===== config.mk =====
export PLATFORM = sky130hd
export DESIGN_NAME = i2c_master_byte_engine_flat
export DESIGN_NICKNAME = d
export VERILOG_FILES = /design/src/design/i2c_mbe_pkg.sv /design/src/design/i2c_mbe_in_if.sv /design/src/design/i2c_mbe_out_if.sv /design/src/design/i2c_mbe_cfg_if.sv /design/src/design/i2c_mbe_front.sv /design/src/design/i2c_mbe_back.sv /design/src/design/i2c_master_byte_engine.sv /design/src/flat_wrapper.sv
export SDC_FILE = /design/constraint.sdc
export NUM_CORES = 1
export LEC_CHECK = 0
export ABC_CLOCK_PERIOD_IN_PS = 6150
export BUFFER_PORTS_ARGS = -buffer_cell sky130_fd_sc_hd__buf_2
export CAP_MARGIN = 25
export CORE_AREA = 2 2 156 158
export CTS_CLUSTER_SIZE = 30
export DETAILED_ROUTE_END_ITERATION = 10
export DIE_AREA = 0 0 158 160
export PLACE_DENSITY_LB_ADDON = 0.2
export SKIP_CTS_REPAIR_TIMING = 1
export SYNTH_ARGS = -nofsm -noshare
export SYNTH_HDL_FRONTEND = slang
export SYNTH_SLANG_ARGS = --single-unit

===== constraint.sdc =====
create_clock -name clk_i -period 6.15 [get_ports clk_i]
set_input_delay 1.23 -clock clk_i [delete_from_list [all_inputs] [get_ports clk_i]]
set_output_delay 1.23 -clock clk_i [all_outputs]
set_load 0.1 [all_outputs]

===== src/design/i2c_mbe_pkg.sv =====
// Package for the I2C master byte engine: word types, queue entry type,
// register indexes and sizes. No dependencies.
package i2c_mbe_pkg;

  localparam int unsigned DELAY_W   = 16;
  localparam int unsigned CFG_IDX_W = 4;
  localparam int unsigned CFG_DAT_W = 16;
  localparam int unsigned BYTE_BITS = 8;
  localparam int unsigned Q_DEPTH   = 2;

  localparam logic [CFG_IDX_W-1:0] REG_HALF_PERIOD = CFG_IDX_W'(0);
  localparam logic [CFG_IDX_W-1:0] REG_STRETCH_EN  = CFG_IDX_W'(1);

  localparam logic [15:0] HALF_PERIOD_RST = 16'd60;

  typedef struct packed {
    logic       cmd_valid;
    logic       op;
    logic       start_req;
    logic       stop_req;
    logic [7:0] tx_byte;
    logic       nak;
    logic       scl_in;
    logic       sda_in;
  } in_word_t;

  typedef struct packed {
    logic       scl_low;
    logic       sda_low;
    logic       busy_res;
    logic       done_res;
    logic [7:0] rx_byte;
    logic       nack_seen;
  } out_word_t;

  typedef struct packed {
    logic [CFG_IDX_W-1:0] index;
    logic [CFG_DAT_W-1:0] wdata;
  } cfg_word_t;

  // classified command bits held for the whole byte
  typedef struct packed {
    logic rd;
    logic stop;
    logic nak;
  } pend_t;

  typedef struct packed {
    logic       cmd_valid;
    pend_t      pend;
    logic       want_start;
    logic [7:0] tx_byte;
    logic       scl_in;
    logic       sda_in;
  } q_word_t;

endpackage


===== src/design/i2c_mbe_in_if.sv =====
// Input word channel of the I2C master byte engine.
// Depends on i2c_mbe_pkg.
interface i2c_mbe_in_if;
  import i2c_mbe_pkg::*;
  logic     valid;
  logic     ready;
  in_word_t data;
  modport source (output valid, output data, input ready);
  modport sink (input valid, input data, output ready);
endinterface


===== src/design/i2c_mbe_out_if.sv =====
// Result word channel of the I2C master byte engine.
// Depends on i2c_mbe_pkg.
interface i2c_mbe_out_if;
  import i2c_mbe_pkg::*;
  logic      valid;
  logic      ready;
  out_word_t data;
  modport source (output valid, output data, input ready);
  modport sink (input valid, input data, output ready);
endinterface


===== src/design/i2c_mbe_cfg_if.sv =====
// Register write channel of the I2C master byte engine.
// Depends on i2c_mbe_pkg.
interface i2c_mbe_cfg_if;
  import i2c_mbe_pkg::*;
  logic      valid;
  logic      ready;
  cfg_word_t data;
  modport source (output valid, output data, input ready);
  modport sink (input valid, input data, output ready);
endinterface


===== src/design/i2c_mbe_front.sv =====
// Front end: accepts input words, classifies the command and queues them.
// Depends on i2c_mbe_pkg and i2c_mbe_in_if.
module i2c_mbe_front (
  input  logic                 clk_i,
  input  logic                 rst_ni,
  i2c_mbe_in_if.sink           in_i,
  output logic                 q_valid_o,
  output i2c_mbe_pkg::q_word_t q_word_o,
  input  logic                 q_pop_i
);
  import i2c_mbe_pkg::*;

  q_word_t    mem_q [Q_DEPTH];
  logic       wr_ptr_q, wr_ptr_d;
  logic       rd_ptr_q, rd_ptr_d;
  logic [1:0] cnt_q, cnt_d;
  logic       push, pop;
  q_word_t    cls;

  always_comb begin
    cls.cmd_valid  = in_i.data.cmd_valid;
    cls.pend.rd    = in_i.data.op;
    cls.pend.stop  = in_i.data.stop_req;
    cls.pend.nak   = in_i.data.nak;
    cls.want_start = in_i.data.start_req & ~in_i.data.op;
    cls.tx_byte    = in_i.data.tx_byte;
    cls.scl_in     = in_i.data.scl_in;
    cls.sda_in     = in_i.data.sda_in;
  end

  assign in_i.ready = (cnt_q != 2'(Q_DEPTH));
  assign push       = in_i.valid & in_i.ready;
  assign q_valid_o  = (cnt_q != 2'd0);
  assign pop        = q_pop_i & q_valid_o;
  assign q_word_o   = mem_q[rd_ptr_q];

  always_comb begin
    wr_ptr_d = push ? ~wr_ptr_q : wr_ptr_q;
    rd_ptr_d = pop ? ~rd_ptr_q : rd_ptr_q;
    cnt_d    = cnt_q + 2'(push) - 2'(pop);
  end

  always_ff @(posedge clk_i or negedge rst_ni) begin
    if (!rst_ni) begin
      wr_ptr_q <= 1'b0;
      rd_ptr_q <= 1'b0;
      cnt_q    <= 2'd0;
    end else begin
      wr_ptr_q <= wr_ptr_d;
      rd_ptr_q <= rd_ptr_d;
      cnt_q    <= cnt_d;
    end
  end

  always_ff @(posedge clk_i) begin
    if (push) begin
      mem_q[wr_ptr_q] <= cls;
    end
  end

endmodule


===== src/design/i2c_mbe_back.sv =====
// Back end: bus phase sequencer, delay counter, config registers and
// result register. Depends on i2c_mbe_pkg, i2c_mbe_cfg_if, i2c_mbe_out_if.
module i2c_mbe_back (
  input  logic                 clk_i,
  input  logic                 rst_ni,
  input  logic                 q_valid_i,
  input  i2c_mbe_pkg::q_word_t q_word_i,
  output logic                 q_pop_o,
  i2c_mbe_cfg_if.sink          cfg_i,
  i2c_mbe_out_if.source        out_o
);
  import i2c_mbe_pkg::*;

  localparam logic [3:0] PH_IDLE     = 4'd0;
  localparam logic [3:0] PH_RS_SETUP = 4'd1;
  localparam logic [3:0] PH_RS_WAIT  = 4'd2;
  localparam logic [3:0] PH_ST_HOLD  = 4'd3;
  localparam logic [3:0] PH_BIT_SET  = 4'd4;
  localparam logic [3:0] PH_BIT_WAIT = 4'd5;
  localparam logic [3:0] PH_BIT_HIGH = 4'd6;
  localparam logic [3:0] PH_SP_SETUP = 4'd7;
  localparam logic [3:0] PH_SP_WAIT  = 4'd8;
  localparam logic [3:0] PH_SP_HOLD  = 4'd9;

  logic [15:0]        half_q;
  logic               stretch_q;
  logic [3:0]         phase_q, phase_d;
  logic [3:0]         bit_q, bit_d;
  logic [7:0]         shift_q, shift_d;
  logic [DELAY_W-1:0] delay_q, delay_d;
  logic               started_q, started_d;
  logic               scl_q, scl_d;
  logic               sda_q, sda_d;
  pend_t              pend_q, pend_d;
  logic [7:0]         rx_q, rx_d;
  logic               nack_q, nack_d;
  logic               out_valid_q;
  out_word_t          out_data_q;

  logic               pop, done, do_setup, expired, scl_ok;
  logic [DELAY_W-1:0] delay_load;

  assign cfg_i.ready = 1'b1;
  assign pop         = q_valid_i & (~out_valid_q | out_o.ready);
  assign q_pop_o     = pop;
  assign out_o.valid = out_valid_q;
  assign out_o.data  = out_data_q;

  assign delay_load = DELAY_W'(half_q);
  assign expired    = (delay_q <= DELAY_W'(1));
  assign scl_ok     = ~stretch_q | q_word_i.scl_in;

  always_comb begin
    phase_d   = phase_q;
    bit_d     = bit_q;
    shift_d   = shift_q;
    delay_d   = delay_q;
    started_d = started_q;
    scl_d     = scl_q;
    sda_d     = sda_q;
    pend_d    = pend_q;
    rx_d      = rx_q;
    nack_d    = nack_q;
    done      = 1'b0;
    do_setup  = 1'b0;
    if (pop) begin
      case (phase_q)
        PH_IDLE: begin
          if (q_word_i.cmd_valid) begin
            pend_d  = q_word_i.pend;
            shift_d = q_word_i.pend.rd ? 8'd0 : q_word_i.tx_byte;
            bit_d   = 4'd0;
            if (q_word_i.want_start) begin
              if (started_q) begin
                sda_d   = 1'b0;
                phase_d = PH_RS_SETUP;
              end else begin
                sda_d   = 1'b1;
                phase_d = PH_ST_HOLD;
              end
              delay_d = delay_load;
            end else begin
              do_setup = 1'b1;
            end
          end
        end
        PH_RS_SETUP: begin
          if (expired) begin
            scl_d   = 1'b0;
            phase_d = PH_RS_WAIT;
          end else begin
            delay_d = delay_q - DELAY_W'(1);
          end
        end
        PH_RS_WAIT: begin
          if (scl_ok) begin
            sda_d   = 1'b1;
            phase_d = PH_ST_HOLD;
            delay_d = delay_load;
          end
        end
        PH_ST_HOLD: begin
          if (expired) begin
            scl_d     = 1'b1;
            started_d = 1'b1;
            do_setup  = 1'b1;
          end else begin
            delay_d = delay_q - DELAY_W'(1);
          end
        end
        PH_BIT_SET: begin
          if (expired) begin
            scl_d   = 1'b0;
            phase_d = PH_BIT_WAIT;
          end else begin
            delay_d = delay_q - DELAY_W'(1);
          end
        end
        PH_BIT_WAIT: begin
          if (scl_ok) begin
            if (bit_q < 4'(BYTE_BITS)) begin
              if (pend_q.rd) begin
                shift_d = {shift_q[6:0], q_word_i.sda_in};
              end
            end else if (!pend_q.rd) begin
              nack_d = q_word_i.sda_in;
            end
            phase_d = PH_BIT_HIGH;
            delay_d = delay_load;
          end
        end
        PH_BIT_HIGH: begin
          if (expired) begin
            scl_d = 1'b1;
            if (bit_q < 4'(BYTE_BITS)) begin
              if (!pend_q.rd) begin
                shift_d = {shift_q[6:0], 1'b0};
              end
              bit_d    = bit_q + 4'd1;
              do_setup = 1'b1;
            end else begin
              if (pend_q.rd) begin
                rx_d = shift_q;
              end
              if (pend_q.stop) begin
                sda_d   = 1'b1;
                phase_d = PH_SP_SETUP;
                delay_d = delay_load;
              end else begin
                phase_d = PH_IDLE;
                done    = 1'b1;
              end
            end
          end else begin
            delay_d = delay_q - DELAY_W'(1);
          end
        end
        PH_SP_SETUP: begin
          if (expired) begin
            scl_d   = 1'b0;
            phase_d = PH_SP_WAIT;
          end else begin
            delay_d = delay_q - DELAY_W'(1);
          end
        end
        PH_SP_WAIT: begin
          if (scl_ok) begin
            sda_d   = 1'b0;
            phase_d = PH_SP_HOLD;
            delay_d = delay_load;
          end
        end
        PH_SP_HOLD: begin
          if (expired) begin
            started_d = 1'b0;
            phase_d   = PH_IDLE;
            done      = 1'b1;
          end else begin
            delay_d = delay_q - DELAY_W'(1);
          end
        end
        default: begin
          phase_d = PH_IDLE;
        end
      endcase
      // drive next bit (or ack slot) and open its low half
      if (do_setup) begin
        if (bit_d < 4'(BYTE_BITS)) begin
          sda_d = pend_d.rd ? 1'b0 : ~shift_d[7];
        end else begin
          sda_d = pend_d.rd ? ~pend_d.nak : 1'b0;
        end
        phase_d = PH_BIT_SET;
        delay_d = delay_load;
      end
    end
  end

  always_ff @(posedge clk_i or negedge rst_ni) begin
    if (!rst_ni) begin
      half_q      <= HALF_PERIOD_RST;
      stretch_q   <= 1'b1;
      phase_q     <= PH_IDLE;
      bit_q       <= 4'd0;
      shift_q     <= 8'd0;
      delay_q     <= '0;
      started_q   <= 1'b0;
      scl_q       <= 1'b0;
      sda_q       <= 1'b0;
      pend_q      <= '0;
      rx_q        <= 8'd0;
      nack_q      <= 1'b0;
      out_valid_q <= 1'b0;
    end else begin
      if (cfg_i.valid) begin
        case (cfg_i.data.index)
          REG_HALF_PERIOD: half_q    <= cfg_i.data.wdata;
          REG_STRETCH_EN:  stretch_q <= cfg_i.data.wdata[0];
          default: ;
        endcase
      end
      phase_q   <= phase_d;
      bit_q     <= bit_d;
      shift_q   <= shift_d;
      delay_q   <= delay_d;
      started_q <= started_d;
      scl_q     <= scl_d;
      sda_q     <= sda_d;
      pend_q    <= pend_d;
      rx_q      <= rx_d;
      nack_q    <= nack_d;
      if (pop) begin
        out_valid_q <= 1'b1;
      end else if (out_o.ready) begin
        out_valid_q <= 1'b0;
      end
    end
  end

  always_ff @(posedge clk_i) begin
    if (pop) begin
      out_data_q.scl_low   <= scl_d;
      out_data_q.sda_low   <= sda_d;
      out_data_q.busy_res  <= (phase_d != PH_IDLE);
      out_data_q.done_res  <= done;
      out_data_q.rx_byte   <= rx_d;
      out_data_q.nack_seen <= nack_d;
    end
  end

endmodule


===== src/design/i2c_master_byte_engine.sv =====
// I2C master byte engine, top level: front queue feeding the bus sequencer.
// An accepted input word reaches its result word through one queue slot
// and then the result register. Throughput: one word per cycle while the
// result channel accepts, set by the single-step phase sequencer. Reset
// (async, active low) clears the queue, idles the sequencer, releases both
// pins and restores the registers to half period 60 and stretching on.
module i2c_master_byte_engine (
  input  logic          clk_i,
  input  logic          rst_ni,
  i2c_mbe_in_if.sink    in_ch_i,
  i2c_mbe_cfg_if.sink   cfg_i,
  i2c_mbe_out_if.source out_ch_o
);
  import i2c_mbe_pkg::*;

  logic    q_valid;
  logic    q_pop;
  q_word_t q_word;

  i2c_mbe_front u_front (
    .clk_i     (clk_i),
    .rst_ni    (rst_ni),
    .in_i      (in_ch_i),
    .q_valid_o (q_valid),
    .q_word_o  (q_word),
    .q_pop_i   (q_pop)
  );

  i2c_mbe_back u_back (
    .clk_i     (clk_i),
    .rst_ni    (rst_ni),
    .q_valid_i (q_valid),
    .q_word_i  (q_word),
    .q_pop_o   (q_pop),
    .cfg_i     (cfg_i),
    .out_o     (out_ch_o)
  );

endmodule

===== src/flat_wrapper.sv =====
// flat-port wrapper written by rule: the top's interface ports become plain ports
module i2c_master_byte_engine_flat import i2c_mbe_pkg::*;
  (clk_i, rst_ni, in_ch_i_valid, in_ch_i_data, in_ch_i_ready, cfg_i_valid, cfg_i_data, cfg_i_ready, out_ch_o_valid, out_ch_o_data, out_ch_o_ready);
  i2c_mbe_in_if in_ch_i_i ();
  i2c_mbe_cfg_if cfg_i_i ();
  i2c_mbe_out_if out_ch_o_i ();
  input  logic clk_i;
  input  logic rst_ni;
  input wire logic [$bits(in_ch_i_i.valid)-1:0] in_ch_i_valid;
  input wire logic [$bits(in_ch_i_i.data)-1:0] in_ch_i_data;
  output wire logic [$bits(in_ch_i_i.ready)-1:0] in_ch_i_ready;
  input wire logic [$bits(cfg_i_i.valid)-1:0] cfg_i_valid;
  input wire logic [$bits(cfg_i_i.data)-1:0] cfg_i_data;
  output wire logic [$bits(cfg_i_i.ready)-1:0] cfg_i_ready;
  output wire logic [$bits(out_ch_o_i.valid)-1:0] out_ch_o_valid;
  output wire logic [$bits(out_ch_o_i.data)-1:0] out_ch_o_data;
  input wire logic [$bits(out_ch_o_i.ready)-1:0] out_ch_o_ready;
  assign in_ch_i_i.valid = in_ch_i_valid;
  assign in_ch_i_i.data = in_ch_i_data;
  assign in_ch_i_ready = in_ch_i_i.ready;
  assign cfg_i_i.valid = cfg_i_valid;
  assign cfg_i_i.data = cfg_i_data;
  assign cfg_i_ready = cfg_i_i.ready;
  assign out_ch_o_valid = out_ch_o_i.valid;
  assign out_ch_o_data = out_ch_o_i.data;
  assign out_ch_o_i.ready = out_ch_o_ready;
  i2c_master_byte_engine u_core (.clk_i(clk_i), .rst_ni(rst_ni), .in_ch_i(in_ch_i_i), .cfg_i(cfg_i_i), .out_ch_o(out_ch_o_i));
endmodule

==> results of run 1 <==
-- layout make-up --
cell class / instances / share of cell area (%)
timing repair buffer: 62 / 5.44
clock inverter: 6 / 1.37
sequential: 112 / 48.0
inverter: 11 / 0.655
multi-input combinational: 321 / 34.5
clock buffer: 10 / 3.63
tap: 324 / 6.43
-- report_power, final --
part	internal (mW)	switching [mW]
Clock	0.329	0.291
Sequential	0.971	0.165
Combinational	0.310	0.630
-- cells by family (layout without fill, tap and decap cells) --
group           count (synthesis)  count (layout)  share of synthesized area [%]
other cells                     1               1                         0.0697
flops                         112             112                           56.2
xor+xnor                        4               4                          0.652
fa+ha+maj                       5               5                           1.16
compound gates                112             112                           13.8
buf+inv                        36              89                           3.28
simple gates                  145             145                           14.1
mux                            54              54                           10.7
-- state kept, by name (all words and copies together) (netlist names) --
register                   count
u_core.u_back.out_o.valid      1
u_core.u_back.nack_q           1
u_core.u_back.out_o.data      13
u_core.u_back.shift_q          8
u_core.u_back.rx_q             8
u_core.u_back.stretch_q        1
u_core.u_front.mem_q          30
u_core.u_back.delay_q         16
u_core.u_back.bit_q            4
u_core.u_front.cnt_q           2
u_core.u_back.pend_q           3
u_core.u_back.delay_load      16
u_core.u_back.scl_q            1
u_core.u_back.started_q        1
u_core.u_front.rd_ptr_q        1
u_core.u_back.phase_q          4
u_core.u_back.sda_q            1
u_core.u_front.wr_ptr_q        1
-- final timing paths --
path                                     startpoint  cells after the start                           end
min in group asynchronous                    rst_ni                      2  u_core.u_back.delay_load[12]
max in group asynchronous                    rst_ni                      3   u_core.u_back.delay_load[2]
max reg2reg                u_core.u_back.delay_q[4]                      6      u_core.u_back.delay_q[9]
min reg2reg                  u_core.u_back.bit_q[2]                      1        u_core.u_back.bit_q[2]
min                          u_core.u_back.bit_q[2]                      1        u_core.u_back.bit_q[2]
max                        u_core.u_back.delay_q[4]                      6      u_core.u_back.delay_q[9]
-- layer usage --
layer  vias to the layer above  share of wire, %  track usage (%)  wire [µm]
li1                       1854                 -                -          -
met1                      1870                49             14.1       6070
met2                        85                45             15.1       5650
met3                        15               4.1             2.31        507
met4                         0               1.9             3.28        231
met5                         -                 0                0          0
-- cells in the mapped netlist (4+ instances only) --
library cell | number | area share (%)
nor2_1 | 37 | 2.6
mux2_2 | 27 | 5.7
buf_2 | 6 | 0.56
dfstp_2 | 5 | 2.4
nor4_1 | 6 | 0.70
edfxtp_1 | 43 | 24
o2bb2ai_1 | 8 | 1.3
dfrtp_1 | 64 | 30
mux2i_1 | 27 | 5.0
a21oi_1 | 22 | 2.0
ha_1 | 5 | 1.2
o21ai_0 | 28 | 2.6
o211ai_1 | 4 | 0.56
nand3_1 | 7 | 0.65
o21ai_1 | 9 | 0.84
nand2_1 | 35 | 2.4
inv_1 | 11 | 0.77
or4_1 | 7 | 0.98
a22o_1 | 4 | 0.65
nand2b_1 | 6 | 0.70
clkbuf_1 | 12 | 0.84
nor2b_1 | 10 | 1.2
xnor2_1 | 4 | 0.65
a31oi_1 | 4 | 0.47
nor3_1 | 12 | 1.1
-- stage by stage --
stage / util (%) / setup slack (ps) / cell area (µm²) / hold slack (ps) / power [mW]
floorplan: - / 2970 / 5380 / 447 / 1.87
global placement: 25.1 / 2510 / 5970 / 474 / 2.08
detailed placement: 25.1 / 2420 / 5970 / 475 / 2.10
CTS: 26.4 / 2690 / 6280 / 480 / 2.73
global route: 26.5 / 2450 / 6300 / 512 / 2.86
finish: 26.5 / 2730 / 6300 / 483 / 2.70
==> results.cfg, run 1 <==
[timing]
skew_ps = 9.63
drv_slew = 0
timing.slew.headroom_pct = 37.9
setup_viol = 0
max_slew.worst_pin.slew_ps = 931
min_period_over_period_pct = 55.6
setup-tns-final_ps = 0
rsz0062_at_grt = false
finalHoldViolCount = 0
fmax_mhz = 293
period_minus_slack_ps = 3420

[finish]
fill_cells = 2556
regArea_um2 = 3020
area_growth_syn_to_layout_pct = 17.3
layout_common_cells = 64 x dfrtp_1, 54 x buf_2, 43 x edfxtp_1
nNetsFinal = 562
drive_gt1_share_pct = 23.4
layout_commonest_cell = dfrtp_1
instances_no_fill = 846
antenna_cells = 0
multi_input_area_um2 = 2180

[yosys]
syn_area_per_cell_um2 = 11.5
yosys_warnings = 0
synth_area_um2 = 5380
async_reset_ff_share_pct = 61.6
syn_inst = 469
synth-seq-area-share_pct = 56.2
ys_dominant_reg_cell = dfrtp_1
ys_ff_latch = 112
syn_nets = 514
synth_edf_count = 43
ys_types = 69

[drt]
drc = 0
drtPass1Iterations = 4
ant_nets = 0
drt_wl_total_um = 12500
routedWlPerCell_um = 14.7
viasPerCell = 4.52
vias = 3824
drt-initial-drc-count = 219

[die]
start_util_pct = 22.6
die-area_um2 = 25300
num_io_pins = 56
core-area_um2 = 23800
row_count = 57
die_h_um = 160
fp.dieW_um = 158

[global_routing]
grt_pass1_vias = 3663
antenna_found_initial = 0
grt.total_usage_pct = 10.0
grt_pass1_wl_um = 19800
grt_max_degree = 70
grt.overflow.total = 0

[power_and_ir_drop]
p_leak_nw = 2.50
power_density_nw_per_um2 = 428
ir_drop_v = 0.000173

[cts]
clockBufferDepth = 2
clkTransAtPathRegs_ps = 80
cts_sinks = 112
cts_tree = yes
cts.htree.levels = 3
clockRootBuffer = clkbuf_16
clkLatencyLatePin_ps = 360
numCtsBuffers = 9

[worst_hold_path]
hold_path_class = reg -> reg

[place]
placedCellCount = 829
io_buffer_count = 54
gp_congestion = 0.804
place_hpwl_um = 8520

[worst_setup_path]
critPathTopFamily = simple AND/OR/NAND/NOR gates
startpoint_type = register
slowest_stage = or2_0
cp-end-kind = register
critPathMaxStageDelay_ps = 700
critPathBufInv = 0
crit_path_cell_trace = or4_4 > or3_4 > o21ai_2 > or2_0 > o21ai_0 > a22o_1
arrival_ps = 3660
crit_fanout = 16
criticalPathCategory = reg -> reg
reg2reg_slack_ps = 2730
crit_required_ps = 6400

[status]
status = finished clean

[flow_run]
cap_viol_max_count = 0
No activity file was read; power rests on OpenSTA's default activity.
==> inputs of run 2 (changes only) <==
--- a/config.mk
+++ b/config.mk
@@ -5,7 +5,7 @@
 export SDC_FILE = /design/constraint.sdc
 export NUM_CORES = 1
 export LEC_CHECK = 0
-export ABC_CLOCK_PERIOD_IN_PS = 6150
+export ABC_CLOCK_PERIOD_IN_PS = 3000
 export BUFFER_PORTS_ARGS = -buffer_cell sky130_fd_sc_hd__buf_2
 export CAP_MARGIN = 25
 export CORE_AREA = 2 2 156 158
==> constraint.sdc (replaced) <==
create_clock -name clk_i -period 3 [get_ports clk_i]
set_input_delay 0.6 -clock clk_i [delete_from_list [all_inputs] [get_ports clk_i]]
set_output_delay 0.6 -clock clk_i [all_outputs]
set_load 0.1 [all_outputs]
==> run 2 against run 1 <==
  * Register-to-register slack worse by 2600 ps
  * Critical endpoint is now u_core.u_back.out_o.data[10]
  * Utilization is 0.75 points higher
  * First-iteration DRC count is 43% lower
  * Fmax is 20% higher
  * Largest cell class unchanged
  * Wire length is 4.7% higher
  * Combinational power is 130% higher
==> results.cfg, run 2 (synthesized netlist as in run 1, its figures left out) <==
[worst_setup_path]
cp-end-kind = register
arrival_ps = 2940
startpoint_type = register
crit_fanout = 6
crit_required_ps = 3100
criticalPathCategory = reg -> reg
ff2ff_path_depth = 7
reg2reg_slack_ps = 160

[timing]
drv_slew = 0
skew_ps = 10.3
setup-tns-final_ps = 0
fmax_mhz = 352
setup_viol = 0
period_minus_slack_ps = 2840
timing.slew.headroom_pct = 43.4
rsz0062_at_grt = false
fin_ws_ps = 158
finalHoldViolCount = 0
min_period_over_period_pct = 94.7
max_slew.worst_pin.slew_ps = 842

[global_routing]
grt_max_degree = 27
grt.total_usage_pct = 10.8
grt.overflow.total = 0
grt_pass1_vias = 3922
antenna_found_initial = 0
grt_pass1_wl_um = 21200

[die]
num_io_pins = 56
die-area_um2 = 25300
core-area_um2 = 23800
row_count = 57
die_h_um = 160
start_util_pct = 22.6
fp.dieW_um = 158

[finish]
layout_common_cells = 64 x dfrtp_1, 54 x buf_2, 43 x edfxtp_1
antenna_cells = 0
area_growth_syn_to_layout_pct = 20.6
drive_gt1_share_pct = 27.2
layout_commonest_cell = dfrtp_1
regMostFlops = u_core.u_front.mem_q
largest_reg_flops = 30
final_util_pct = 27.2
nNetsFinal = 587

[drt]
ant_nets = 0
drc = 0
routedWlPerCell_um = 15.0
vias = 3903
drt-initial-drc-count = 124
viasPerCell = 4.48
drtPass1Iterations = 4
drt_wl_total_um = 13000

[status]
status = finished clean

[cts]
clockRootBuffer = clkbuf_16
numCtsBuffers = 9
clkTransAtPathRegs_ps = 80
cts.htree.levels = 3
cts_sinks = 112
cts_tree = yes
clkLatencyLatePin_ps = 360
clockBufferDepth = 2

[place]
dp_slack_ps = 85.2
gp_congestion = 0.847
io_buffer_count = 54
place_hpwl_um = 9320

[power_and_ir_drop]
power_density_nw_per_um2 = 863
p_leak_nw = 2.62
ir_drop_v = 0.000412

[worst_hold_path]
hold_path_class = in -> async

[flow_run]
cap_viol_max_count = 0
==> run 2: cell type report <==
cell class / instances / area [µm²]
flip-flops and latches: 112 / 3020
multi-input cells: 321 / 2190
clock inverters: 7 / 75.1
repair buffers: 87 / 518
clock buffers: 9 / 225
well taps: 324 / 405
fillers: 2515 / 17300
inverters: 11 / 41.3
==> run 2: layer usage <==
layer	global-route usage [%]	up-vias	wire length, µm
met1	14.9	1910	6270
li1	-	1899	-
met5	0	-	0
met3	2.58	17	488
met2	16.6	77	6090
met4	3.36	0	201
==> run 2: where the power goes <==
part | total, mW | switching (mW) | internal, mW
Clock | 1.20 | 0.611 | 0.592
Sequential | 2.25 | 0.256 | 1.99
Combinational | 2.14 | 1.41 | 0.737
Total | 5.60 | 2.27 | 3.32
==> run 2: worst max-delay path: stages, from the launching register on <==
cell       delay (ps)
dfrtp_1           430
or4_4             580
buf_4             180
nor3_4            330
a21oi_2           100
or3b_1            350
a2bb2oi_1         150
or4_1             460
==> run 2: final timing paths <==
check                                     startpoint                           end
max in group asynchronous                     rst_ni       u_core.u_back.stretch_q
setup reg to reg           u_core.u_back.delay_q[13]  u_core.u_back.out_o.data[10]
hold / removal                                rst_ni     u_core.u_back.delay_q[14]
setup / recovery           u_core.u_back.delay_q[13]  u_core.u_back.out_o.data[10]
min in group clk_i                  in_ch_i_data[14]   u_core.u_front.mem_q[1][14]
hold reg to reg                  u_core.u_back.scl_q           u_core.u_back.scl_q
==> run 2: per-stage QoR <==
step	cell area [µm²]	total power, mW	instances	hold WS (ps)
floorplan	5380	3.83	469	304
global placement	6160	4.40	854	476
detailed placement	6160	4.43	854	471
CTS	6460	5.67	870	203
global route	6480	5.97	871	229
finish	6480	5.60	871	198
==> inputs of run 3 (changes only) <==
--- a/config.mk
+++ b/config.mk
@@ -12,6 +12,7 @@
 export CTS_CLUSTER_SIZE = 30
 export DETAILED_ROUTE_END_ITERATION = 10
 export DIE_AREA = 0 0 158 160
+export GPL_TIMING_DRIVEN = 0
 export PLACE_DENSITY_LB_ADDON = 0.2
 export SKIP_CTS_REPAIR_TIMING = 1
 export SYNTH_ARGS = -nofsm -noshare
==> run 3 against run 2 <==
  * Clock power about the same
  * Power is 0.11% higher
  * First-iteration DRC count is 60% higher
  * Wire length is 1.5% higher
  * Hold slack got worse by 120 ps
  * Final cell count decreased by 0.34%
  * Largest power group unchanged
==> results.cfg, run 3 (synthesized netlist as in run 1, its figures left out) <==
[timing]
timing.slew.headroom_pct = 46.3
setup-tns-final_ps = 0
max_slew.worst_pin.slew_ps = 806
period_minus_slack_ps = 2940
setup_viol = 0
fin_ws_ps = 55.6
drv_slew = 0
finalHoldViolCount = 0
hold_ws_ps = 74.6
fmax_mhz = 340
min_period_over_period_pct = 98.1
skew_ps = 10.1

[cts]
numCtsBuffers = 9
clkLatencyLatePin_ps = 360
clockBufferDepth = 2
clkTransAtPathRegs_ps = 70
cts_tree = yes
cts.htree.levels = 3
clockRootBuffer = clkbuf_16
cts_sinks = 112

[worst_setup_path]
criticalPathCategory = reg -> reg
reg2reg_slack_ps = 60
cp-end-kind = register
crit_required_ps = 3100
arrival_ps = 3040
crit_fanout = 10
startpoint_type = register

[finish]
drive_gt1_share_pct = 25.2
largest_reg_flops = 30
layout_commonest_cell = dfrtp_1
instances_no_fill = 868
area_growth_syn_to_layout_pct = 20.2
regMostFlops = u_core.u_front.mem_q
layout_common_cells = 64 x dfrtp_1, 58 x buf_2, 43 x edfxtp_1
fill_cells = 2570
finalInstanceArea_um2 = 6460
nNetsFinal = 584
final_util_pct = 27.1
antenna_cells = 0

[drt]
ant_nets = 0
drc = 0
routedWlPerCell_um = 15.3
viasPerCell = 4.48
drtPass1Iterations = 5
drt-initial-drc-count = 199
vias = 3888
drt_wl_total_um = 13200

[place]
dp_slack_ps = -211
place_hpwl_um = 9430
placed_cell_area_um2 = 6100
placedCellCount = 850
io_buffer_count = 54
gp_congestion = 0.855

[die]
die_h_um = 160
num_io_pins = 56
fp.dieW_um = 158
die-area_um2 = 25300
start_util_pct = 22.6
row_count = 57
core-area_um2 = 23800

[power_and_ir_drop]
power_density_nw_per_um2 = 867
ir_drop_v = 0.000388
power_mw = 5.60
p_leak_nw = 2.55

[global_routing]
grt.total_usage_pct = 10.8
antenna_found_initial = 0
grt_pass1_vias = 3791
grt_max_degree = 61
grt.overflow.total = 0
grt_pass1_wl_um = 21000

[status]
status = finished clean

[flow_run]
cap_viol_max_count = 0

[worst_hold_path]
hold_path_class = in -> async
[run 3: cell types whose count changed in the layout (fill, tap and decap cells not counted), sizes merged]
cell	delta
buf	-16
clkbuf	+13
clkinv	-2
clkinvlp	+1
inv	+1
[run 3: area by class of cell]
type                            instances  area (µm²)  area share (%)
Inverter                               11        41.3           0.639
Timing Repair Buffer                   59         338            5.23
Tap cell                              324         405            6.28
Clock buffer                            9         225            3.49
Sequential cell                       112        3020            46.8
Multi-Input combinational cell        321        2230            34.5
Buffer                                 25         138            2.13
Clock inverter                          7        57.6           0.891
[run 3: path summary, 6_finish.rpt]
kind | from | end | depth (start not counted)
max | u_core.u_back.delay_q[4] | u_core.u_back.out_o.data[10] | 8
min | rst_ni | u_core.u_back.delay_load[9] | 1
max reg2reg | u_core.u_back.delay_q[4] | u_core.u_back.out_o.data[10] | 8
min reg2reg | u_core.u_back.bit_q[2] | u_core.u_back.bit_q[2] | 1
max in group asynchronous | rst_ni | u_core.u_back.stretch_q | 2
min in group clk_i | in_ch_i_data[11] | u_core.u_front.mem_q[0][12] | 1
[run 3: critical path, cell delays in order (launching register included)]
cell,delay [ps]
dfrtp_1,450
or4_4,550
buf_6,150
or3_4,410
buf_6,160
mux2i_1,120
a311oi_1,330
a21oi_1,110
or4_1,400
[run 3: power breakdown]
group          internal, mW  total (mW)  switching [mW]
sequential             1.99        2.22           0.232
clock                 0.580        1.17           0.591
combinational         0.728        2.21            1.48
total                  3.30        5.60            2.30
[run 3: routing by layer]
metal	wire, µm	vias to the layer above	GRT usage [%]	share of wire, %
met3	657	7	3.15	5.0
met5	0	-	0	0
met2	6130	96	16.8	46
met4	102	0	2.29	0.77
met1	6360	1894	14.8	48
li1	-	1891	-	-
